==> src/rtl/core/spc_pkg.sv <==
package spc_pkg;

	// luma and chroma coefficients in 16 fraction bits
	localparam logic [14:0] Y_R_Q16 = 15'd19595;
	localparam logic [15:0] Y_G_Q16 = 16'd38470;
	localparam logic [12:0] Y_B_Q16 = 13'd7471;
	localparam logic [15:0] CR_Q16  = 16'd46727;
	localparam logic [15:0] CB_Q16  = 16'd36962;

	// ratio limit scale (thousandths)
	localparam logic [9:0] MILLI = 10'd1000;

	// mask codes
	localparam logic [7:0] MASK_SKIN  = 8'h00;
	localparam logic [7:0] MASK_OTHER = 8'hFF;

	// register map, word index
	typedef enum logic [2:0] {
		REG_HUE_LOW_MAX    = 3'd0,
		REG_HUE_HIGH_MIN   = 3'd1,
		REG_CB_MIN         = 3'd2,
		REG_CB_MAX         = 3'd3,
		REG_CR_MIN         = 3'd4,
		REG_CR_MAX         = 3'd5,
		REG_CHROMA_OFFSET  = 3'd6,
		REG_RG_LIMIT_MILLI = 3'd7
	} reg_idx_t;

	// register reset values
	localparam logic [8:0]  RST_HUE_LOW_MAX    = 9'd50;
	localparam logic [8:0]  RST_HUE_HIGH_MIN   = 9'd335;
	localparam logic [7:0]  RST_CB_MIN         = 8'd77;
	localparam logic [7:0]  RST_CB_MAX         = 8'd127;
	localparam logic [7:0]  RST_CR_MIN         = 8'd133;
	localparam logic [7:0]  RST_CR_MAX         = 8'd173;
	localparam logic [7:0]  RST_CHROMA_OFFSET  = 8'd0;
	localparam logic [11:0] RST_RG_LIMIT_MILLI = 12'd1185;

	// which channel holds the maximum
	typedef enum logic [1:0] {
		SEC_FLAT  = 2'd0,
		SEC_RED   = 2'd1,
		SEC_GREEN = 2'd2,
		SEC_BLUE  = 2'd3
	} sector_t;

endpackage

==> src/rtl/core/skin_pixel_classifier.sv <==
// skin pixel classifier
// input stream: one bgr pixel per transfer on s_tvalid / s_tready / s_tdata
// output stream: one mask per pixel on m_tvalid / m_tready / m_tdata, in input order
// mask_value is 0 for a skin pixel and 255 otherwise, skin_match is its 1-bit twin
// config: apb-style port, register i at byte address 4*i, pready always high;
// write registers only while no pixel is in flight
// latency: m_tvalid rises 3 cycles after the input transfer, the output transfer
//   follows at the earliest on the next edge, 4 edges after the input transfer
// throughput: one pixel per clock, each of the four pipeline stages takes a new pixel
//   every cycle; s1 max/min, luma and ratio products; s2 scaled hue, saturation,
//   chroma differences; s3 hue bound products and chroma multiplies; s4 chroma compares
// reset: asynchronous, clears all stage valid bits and loads the register defaults
// stall: when m_tready is low the pipeline compresses bubbles, then holds every stage;
//   s_tready drops only once all four stages are full, nothing is lost or repeated
module skin_pixel_classifier (
	input  logic        clk,
	input  logic        arst_n,
	// input stream
	input  logic        s_tvalid,
	output logic        s_tready,
	input  logic [23:0] s_tdata,   // blue [7:0], green [15:8], red [23:16]
	// output stream
	output logic        m_tvalid,
	input  logic        m_tready,
	output logic [15:0] m_tdata,   // mask_value [7:0], skin_match [8], zero [15:9]
	// config port
	input  logic        psel,
	input  logic        penable,
	input  logic        pwrite,
	input  logic [4:0]  paddr,
	input  logic [31:0] pwdata,
	output logic [31:0] prdata,
	output logic        pready
);

	// ---------------------------------------------------------------
	// config registers
	// ---------------------------------------------------------------
	logic [8:0]  hue_low_max_q;
	logic [8:0]  hue_high_min_q;
	logic [7:0]  cb_min_q;
	logic [7:0]  cb_max_q;
	logic [7:0]  cr_min_q;
	logic [7:0]  cr_max_q;
	logic [7:0]  chroma_offset_q;
	logic [11:0] rg_limit_milli_q;

	logic                cfg_wr;
	spc_pkg::reg_idx_t   cfg_idx;

	assign pready  = 1'b1;
	assign cfg_wr  = psel && penable && pwrite && pready;
	assign cfg_idx = spc_pkg::reg_idx_t'(paddr[4:2]);

	always_ff @(posedge clk or negedge arst_n) begin
		if (!arst_n) begin
			hue_low_max_q    <= spc_pkg::RST_HUE_LOW_MAX;
			hue_high_min_q   <= spc_pkg::RST_HUE_HIGH_MIN;
			cb_min_q         <= spc_pkg::RST_CB_MIN;
			cb_max_q         <= spc_pkg::RST_CB_MAX;
			cr_min_q         <= spc_pkg::RST_CR_MIN;
			cr_max_q         <= spc_pkg::RST_CR_MAX;
			chroma_offset_q  <= spc_pkg::RST_CHROMA_OFFSET;
			rg_limit_milli_q <= spc_pkg::RST_RG_LIMIT_MILLI;
		end else if (cfg_wr) begin
			unique case (cfg_idx)
				spc_pkg::REG_HUE_LOW_MAX:    hue_low_max_q    <= pwdata[8:0];
				spc_pkg::REG_HUE_HIGH_MIN:   hue_high_min_q   <= pwdata[8:0];
				spc_pkg::REG_CB_MIN:         cb_min_q         <= pwdata[7:0];
				spc_pkg::REG_CB_MAX:         cb_max_q         <= pwdata[7:0];
				spc_pkg::REG_CR_MIN:         cr_min_q         <= pwdata[7:0];
				spc_pkg::REG_CR_MAX:         cr_max_q         <= pwdata[7:0];
				spc_pkg::REG_CHROMA_OFFSET:  chroma_offset_q  <= pwdata[7:0];
				spc_pkg::REG_RG_LIMIT_MILLI: rg_limit_milli_q <= pwdata[11:0];
			endcase
		end
	end

	// register readback
	always_comb begin
		unique case (cfg_idx)
			spc_pkg::REG_HUE_LOW_MAX:    prdata = {23'd0, hue_low_max_q};
			spc_pkg::REG_HUE_HIGH_MIN:   prdata = {23'd0, hue_high_min_q};
			spc_pkg::REG_CB_MIN:         prdata = {24'd0, cb_min_q};
			spc_pkg::REG_CB_MAX:         prdata = {24'd0, cb_max_q};
			spc_pkg::REG_CR_MIN:         prdata = {24'd0, cr_min_q};
			spc_pkg::REG_CR_MAX:         prdata = {24'd0, cr_max_q};
			spc_pkg::REG_CHROMA_OFFSET:  prdata = {24'd0, chroma_offset_q};
			spc_pkg::REG_RG_LIMIT_MILLI: prdata = {20'd0, rg_limit_milli_q};
		endcase
	end

	// ---------------------------------------------------------------
	// pipeline flow control
	// a stage loads when it is empty or its content moves on this cycle
	// ---------------------------------------------------------------
	logic valid_s1, valid_s2, valid_s3, valid_s4;
	logic en1, en2, en3, en4;

	assign en4 = !valid_s4 || m_tready;
	assign en3 = !valid_s3 || en4;
	assign en2 = !valid_s2 || en3;
	assign en1 = !valid_s1 || en2;

	assign s_tready = en1;

	always_ff @(posedge clk or negedge arst_n) begin
		if (!arst_n) begin
			valid_s1 <= 1'b0;
			valid_s2 <= 1'b0;
			valid_s3 <= 1'b0;
			valid_s4 <= 1'b0;
		end else begin
			if (en1) valid_s1 <= s_tvalid;
			if (en2) valid_s2 <= valid_s1;
			if (en3) valid_s3 <= valid_s2;
			if (en4) valid_s4 <= valid_s3;
		end
	end

	// ---------------------------------------------------------------
	// stage 1: max/min, sector, sum, ratio test, luma
	// ---------------------------------------------------------------
	logic [7:0]  in_b, in_g, in_r;
	logic [7:0]  mx, mn;
	logic [9:0]  sum_c;
	logic [17:0] r_milli;
	logic [19:0] lim_g;
	logic [23:0] y_c;
	spc_pkg::sector_t sector_c;

	assign in_b = s_tdata[7:0];
	assign in_g = s_tdata[15:8];
	assign in_r = s_tdata[23:16];

	always_comb begin
		mx = in_r;
		if (in_g > mx) mx = in_g;
		if (in_b > mx) mx = in_b;
		mn = in_r;
		if (in_g < mn) mn = in_g;
		if (in_b < mn) mn = in_b;
		// ties pick red, then green, then blue
		priority if (mx == mn)                         sector_c = spc_pkg::SEC_FLAT;
		else if (in_r >= in_g && in_r >= in_b)         sector_c = spc_pkg::SEC_RED;
		else if (in_g >= in_b)                         sector_c = spc_pkg::SEC_GREEN;
		else                                           sector_c = spc_pkg::SEC_BLUE;
	end

	assign sum_c   = 10'(in_r) + 10'(in_g) + 10'(in_b);
	assign r_milli = 18'(in_r) * 18'(spc_pkg::MILLI);
	assign lim_g   = 20'(rg_limit_milli_q) * 20'(in_g);
	// luma in 16 fraction bits, coefficients sum to one
	assign y_c     = 24'(in_r) * 24'(spc_pkg::Y_R_Q16)
	               + 24'(in_g) * 24'(spc_pkg::Y_G_Q16)
	               + 24'(in_b) * 24'(spc_pkg::Y_B_Q16);

	logic [7:0]  r_s1, g_s1, b_s1, d_s1;
	logic [9:0]  sum_s1;
	logic [23:0] y_s1;
	logic        ratio_ok_s1;
	spc_pkg::sector_t sector_s1;

	always_ff @(posedge clk) begin
		if (en1) begin
			r_s1        <= in_r;
			g_s1        <= in_g;
			b_s1        <= in_b;
			d_s1        <= mx - mn;
			sum_s1      <= sum_c;
			y_s1        <= y_c;
			sector_s1   <= sector_c;
			// green zero always fails
			ratio_ok_s1 <= (in_g != 8'd0) && (20'(r_milli) <= lim_g);
		end
	end

	// ---------------------------------------------------------------
	// stage 2: hue scaled by d, saturation, chroma differences
	// ---------------------------------------------------------------
	logic signed [18:0] rs, gs, bs, ds;
	logic signed [18:0] hn_raw;
	logic [11:0]        d5, sum3;
	logic signed [25:0] cr_diff_c, cb_diff_c;

	assign rs = signed'(19'(r_s1));
	assign gs = signed'(19'(g_s1));
	assign bs = signed'(19'(b_s1));
	assign ds = signed'(19'(d_s1));

	always_comb begin
		unique case (sector_s1)
			spc_pkg::SEC_FLAT:  hn_raw = 19'sd0;
			spc_pkg::SEC_RED: begin
				hn_raw = 19'sd60 * (gs - bs);
				// negative hue wraps by a full turn
				if (hn_raw < 19'sd0) hn_raw = hn_raw + 19'sd360 * ds;
			end
			spc_pkg::SEC_GREEN: hn_raw = 19'sd120 * ds + 19'sd60 * (bs - rs);
			spc_pkg::SEC_BLUE:  hn_raw = 19'sd240 * ds + 19'sd60 * (rs - gs);
		endcase
	end

	assign d5   = 12'(d_s1) * 12'd5;
	assign sum3 = 12'(sum_s1) * 12'd3;

	assign cr_diff_c = signed'({2'b00, r_s1, 16'd0}) - signed'({2'b00, y_s1});
	assign cb_diff_c = signed'({2'b00, b_s1, 16'd0}) - signed'({2'b00, y_s1});

	logic [16:0]        hn_s2;
	logic [7:0]         d_s2;
	logic               ratio_ok_s2, sat_ok_s2;
	logic signed [25:0] cr_diff_s2, cb_diff_s2;

	always_ff @(posedge clk) begin
		if (en2) begin
			hn_s2       <= hn_raw[16:0];
			d_s2        <= d_s1;
			ratio_ok_s2 <= ratio_ok_s1;
			// black pixel fails
			sat_ok_s2   <= (sum_s1 != 10'd0) && (d5 >= 12'(sum_s1)) && (d5 <= sum3);
			cr_diff_s2  <= cr_diff_c;
			cb_diff_s2  <= cb_diff_c;
		end
	end

	// ---------------------------------------------------------------
	// stage 3: hue window test, chroma multiplies
	// ---------------------------------------------------------------
	logic [16:0]        hlm_d, hhm_d, d360;
	logic               hue_ok_c;
	logic signed [42:0] cr_prod_c, cb_prod_c;

	assign hlm_d    = 17'(hue_low_max_q) * 17'(d_s2);
	assign hhm_d    = 17'(hue_high_min_q) * 17'(d_s2);
	assign d360     = 17'(d_s2) * 17'd360;
	assign hue_ok_c = (hn_s2 <= hlm_d) || ((hn_s2 >= hhm_d) && (hn_s2 <= d360));

	// chroma with 32 fraction bits
	assign cr_prod_c = 43'(cr_diff_s2) * signed'({27'd0, spc_pkg::CR_Q16});
	assign cb_prod_c = 43'(cb_diff_s2) * signed'({27'd0, spc_pkg::CB_Q16});

	logic               hue_ok_s3, ratio_ok_s3, sat_ok_s3;
	logic signed [42:0] cr_prod_s3, cb_prod_s3;

	always_ff @(posedge clk) begin
		if (en3) begin
			hue_ok_s3   <= hue_ok_c;
			ratio_ok_s3 <= ratio_ok_s2;
			sat_ok_s3   <= sat_ok_s2;
			cr_prod_s3  <= cr_prod_c;
			cb_prod_s3  <= cb_prod_c;
		end
	end

	// ---------------------------------------------------------------
	// stage 4: chroma windows (exclusive bounds), final mask
	// ---------------------------------------------------------------
	logic signed [42:0] off_q32, cr_v, cb_v;
	logic signed [42:0] cr_lo, cr_hi, cb_lo, cb_hi;
	logic               cr_ok, cb_ok, skin_c;

	assign off_q32 = signed'({3'b000, chroma_offset_q, 32'd0});
	assign cr_lo   = signed'({3'b000, cr_min_q, 32'd0});
	assign cr_hi   = signed'({3'b000, cr_max_q, 32'd0});
	assign cb_lo   = signed'({3'b000, cb_min_q, 32'd0});
	assign cb_hi   = signed'({3'b000, cb_max_q, 32'd0});

	assign cr_v  = cr_prod_s3 + off_q32;
	assign cb_v  = cb_prod_s3 + off_q32;
	assign cr_ok = (cr_v > cr_lo) && (cr_v < cr_hi);
	assign cb_ok = (cb_v > cb_lo) && (cb_v < cb_hi);

	assign skin_c = ratio_ok_s3 && hue_ok_s3 && sat_ok_s3 && cr_ok && cb_ok;

	logic [7:0] mask_s4;
	logic       skin_s4;

	always_ff @(posedge clk) begin
		if (en4) begin
			mask_s4 <= skin_c ? spc_pkg::MASK_SKIN : spc_pkg::MASK_OTHER;
			skin_s4 <= skin_c;
		end
	end

	assign m_tvalid = valid_s4;
	assign m_tdata  = {7'd0, skin_s4, mask_s4};

endmodule

==> config.mk <==
export PLATFORM = sky130hd
export DESIGN_NAME = skin_pixel_classifier
export DESIGN_NICKNAME = d
export VERILOG_FILES = /design/src/rtl/core/spc_pkg.sv /design/src/rtl/core/skin_pixel_classifier.sv
export SDC_FILE = /design/constraint.sdc
export NUM_CORES = 2
export LEC_CHECK = 0
export BUFFER_PORTS_ARGS = -buffer_cell sky130_fd_sc_hd__buf_4
export CAP_MARGIN = 15
export CORE_UTILIZATION = 58
export CTS_CLUSTER_DIAMETER = 60
export DETAILED_ROUTE_END_ITERATION = 10
export GPL_ROUTABILITY_DRIVEN = 1
export PLACE_DENSITY = 0.8
export SETUP_SLACK_MARGIN = 0.1
export SLEW_MARGIN = 10
export SYNTH_ARGS = -nofsm -noshare
export SYNTH_HDL_FRONTEND = slang
export SYNTH_SLANG_ARGS = --single-unit
export TNS_END_PERCENT = 30
==> constraint.sdc <==
create_clock -name clk -period 15.6 [get_ports clk]
set_clock_uncertainty 0.1 [all_clocks]
set_input_delay 0.78 -clock clk [delete_from_list [all_inputs] [get_ports clk]]
set_output_delay 0.78 -clock clk [all_outputs]
set_load 0.02 [all_outputs]
==> run summary <==
endpoints failing setup: 0
Iter 0 DRT Violations: 2213
Syn Inst Count: 5494
Tcrit/Tclk final: 0.5137
TNS Setup: 0 ns
Setup Crit Path Kind: primary input to flop
clk_lat worst skew: 0.58 ns
synth warn: 0
slowest stage cell, crit path: fa_1
Crit path largest cell delay: 0.57 ns
post-DP HPWL: 100300 um
DRC viols: 0
Final Hold Viols: 0
Routed WL: 121600 um
Root Driver: clkbuf_16
worst r2r src: b_s1[0]$_DFFE_PP_
Port Buf Inserts: 68
hold crit path type: primary input to asynchronous set/reset pin
worst slack, placed: 7.127 ns
vias in the first global route: 39.45k
Max-Cap Viols: 0
Std-Cell Rows: 110
first-pass GRT wire length: 200200 um
Setup crit end kind: flop
Slew Viols, Final: 0
Synth Area per Inst: 9.666 um^2
largest net degree at the start of global routing: 87
Synth Cell Area: 53110 um^2
fin nets: 7273
initial antenna violation count: 2
height of the die: 304.6 um
Worst Max-Slew Pin Slew: 1.175 ns
Max Buffers Root-to-Sink: 3
starting density of the core: 0.5882
CTS buffer count: 39
CTS tree: done
Ports: 119
worst-path fanout max: 23
unrepaired setup endpoints after global routing: no
Most used DFF post-synth: edfxtp_1
post-route ant nets: 0
worst setup margin: 7.586 ns
Max Fclk: 124.8 MHz
crit path from: s_tdata[14]
Seq cells post-synth: 289
hold_buf cts: 0
CP dominant cell by count: fa_1
core region area: 90290 um^2
Cell variety after synth: 101
worst endpoint required time: 15.79 ns
first-pass iteration count of the detailed router: 6
total grt overflow: 0
Post-synth ARST share: 0.2561
drt via density: 5.622
detailed-route wire length per cell: 18.04 um
r2r setup slk: 8.46 ns
crit path DAT: 8.21 ns
final hold slack: 0.2526 ns
Worst Setup Start Kind: primary input
die width: 304.6 um
Reg clk slew, reported paths: 0.06 ns
DR vias: 37.89k
number of setup buffers added after CTS: 0
P&R area growth vs syn: 5.560%
Relative slew margins: 0.2166
post-CTS sizing: 0
minimum clock period: 8.014 ns
Global Route Usage Sum: 0.2681
CTS Sinks: 289
Seq/Total Area, Yosys: 0.1572
htree depth: 2
share of cells above drive strength 1: 0.04872
Fillers: 7157
outcome: completed
number of synthesized flops with an enable pin: 215
routability cong.: 0.9457
Die ar.: 92780 um^2
Yosys cell counts (50+ instances only):
cell / number / area share
inv_1: 1201 / 0.085
ha_1: 1056 / 0.25
fa_1: 618 / 0.23
nand2_1: 288 / 0.020
a21oi_1: 258 / 0.024
xnor2_1: 227 / 0.037
edfxtp_1: 215 / 0.12
nor2_1: 187 / 0.013
o21ai_0: 167 / 0.016
and2_1: 129 / 0.015
xor2_1: 110 / 0.018
a21o_1: 95 / 0.013
nor2b_1: 74 / 0.0087
o21bai_1: 65 / 0.0092
clkbuf_1: 64 / 0.0045
nand2b_1: 58 / 0.0068
o21a_1: 58 / 0.0082
nor3_1: 50 / 0.0047
final timing paths:
path,end,cells after the start
max in group asynchronous,chroma_offset_q[7]$_DFFE_PN0P_,1
min in group clk,valid_s1$_DFFE_PN0P_,2
max,y_s1[23]$_DFFE_PP_,30
min reg2reg,ratio_ok_s3$_DFFE_PP_,0
max reg2reg,hn_s2[15]$_DFFE_PP_,28
min,hue_low_max_q[3]$_DFFE_PN0P_,1
sequential cells by signal, indices dropped and copies added, names as in the netlist, 8 cells and up:
name,flops
d_s1,8
b_s1,8
hue_low_max_q,9
hn_s2,15
cb_prod_s3,40
cb_diff_s2,9
cr_prod_s3,42
sum_s1,10
chroma_offset_q,8
cr_min_q,8
cb_min_q,8
rg_limit_milli_q,12
cb_max_q,8
hue_high_min_q,9
d_s2,8
cr_max_q,8
r_s1,8
g_s1,8
cr_diff_s2,25
y_s1,24
per-stage QoR:
step,utilization,cell area [um^2],instances
after floorplan,-,53200,5520
after global placement,0.6061,54720,6665
after detailed placement,0.6061,54720,6665
after CTS,0.6206,56030,6737
after global routing,0.6209,56060,6738
final,0.6209,56060,6739
logic make-up (layout without fill, tap and decap cells):
| kind of cell | count (synthesis) | count (layout) | synth area share |
|---|---|---|---|
| buffers and inverters | 1309 | 1351 | 0.09523 |
| AND/OR/NAND/NOR | 952 | 952 | 0.08953 |
| adder cells (fa/ha/maj) | 1674 | 1674 | 0.4818 |
| multiplexers | 85 | 85 | 0.01800 |
| XOR/XNOR | 338 | 338 | 0.05610 |
| flip-flops | 289 | 289 | 0.1572 |
| other | 2 | 29 | 0.0001414 |
| AO/OA/AOI/OAI | 845 | 845 | 0.1020 |
routing by layer:
| layer | GRT usage | up-vias | part of all wire |
|---|---|---|---|
| met4 | 0.08022 | 0 | 0.032 |
| met1 | 0.3545 | 18566 | 0.43 |
| met5 | 0 | - | 0 |
| met2 | 0.4561 | 1073 | 0.48 |
| met3 | 0.03734 | 243 | 0.064 |
| li1 | - | 18006 | - |
worst max-delay path: cells and delay by family:
kind / cells / cell delay, ns
adder cells (fa/ha/maj): 9 / 4.05
AO/OA/AOI/OAI: 12 / 2.22
buffers and inverters: 5 / 0.54
XOR/XNOR: 2 / 0.31
AND/OR/NAND/NOR: 2 / 0.29
cells in the final DEF (no fill, tap or decap), drive strengths merged, types with 58 or more instances in the layout:
cell | synthesis | routed
a21oi | 264 | 264
o21a | 58 | 58
xor2 | 110 | 110
inv | 1201 | 1209
o21ai | 196 | 196
ha | 1056 | 1056
fa | 618 | 618
xnor2 | 228 | 228
nor2 | 189 | 189
a21o | 96 | 96
buf | 43 | 77
nand2 | 288 | 288
o21bai | 65 | 65
nor2b | 74 | 74
edfxtp | 215 | 215
nand2b | 58 | 58
and2 | 129 | 129
layout make-up:
type	count	area, um^2	area share
Antenna cell	1	2.502	0.00004464
Clock buffer	48	1055	0.01882
Clock inverter	24	254.0	0.004531
Inverter	1202	4512	0.08048
Multi-Input combinational cell	3922	39820	0.7103
Sequential cell	289	8348	0.1489
Tap cell	1176	1471	0.02625
Timing Repair Buffer	77	598.1	0.01067
Power is left out: the tool's default activity adds up to more than one toggle a clock period on the data nets, which glitch-free logic cannot reach.
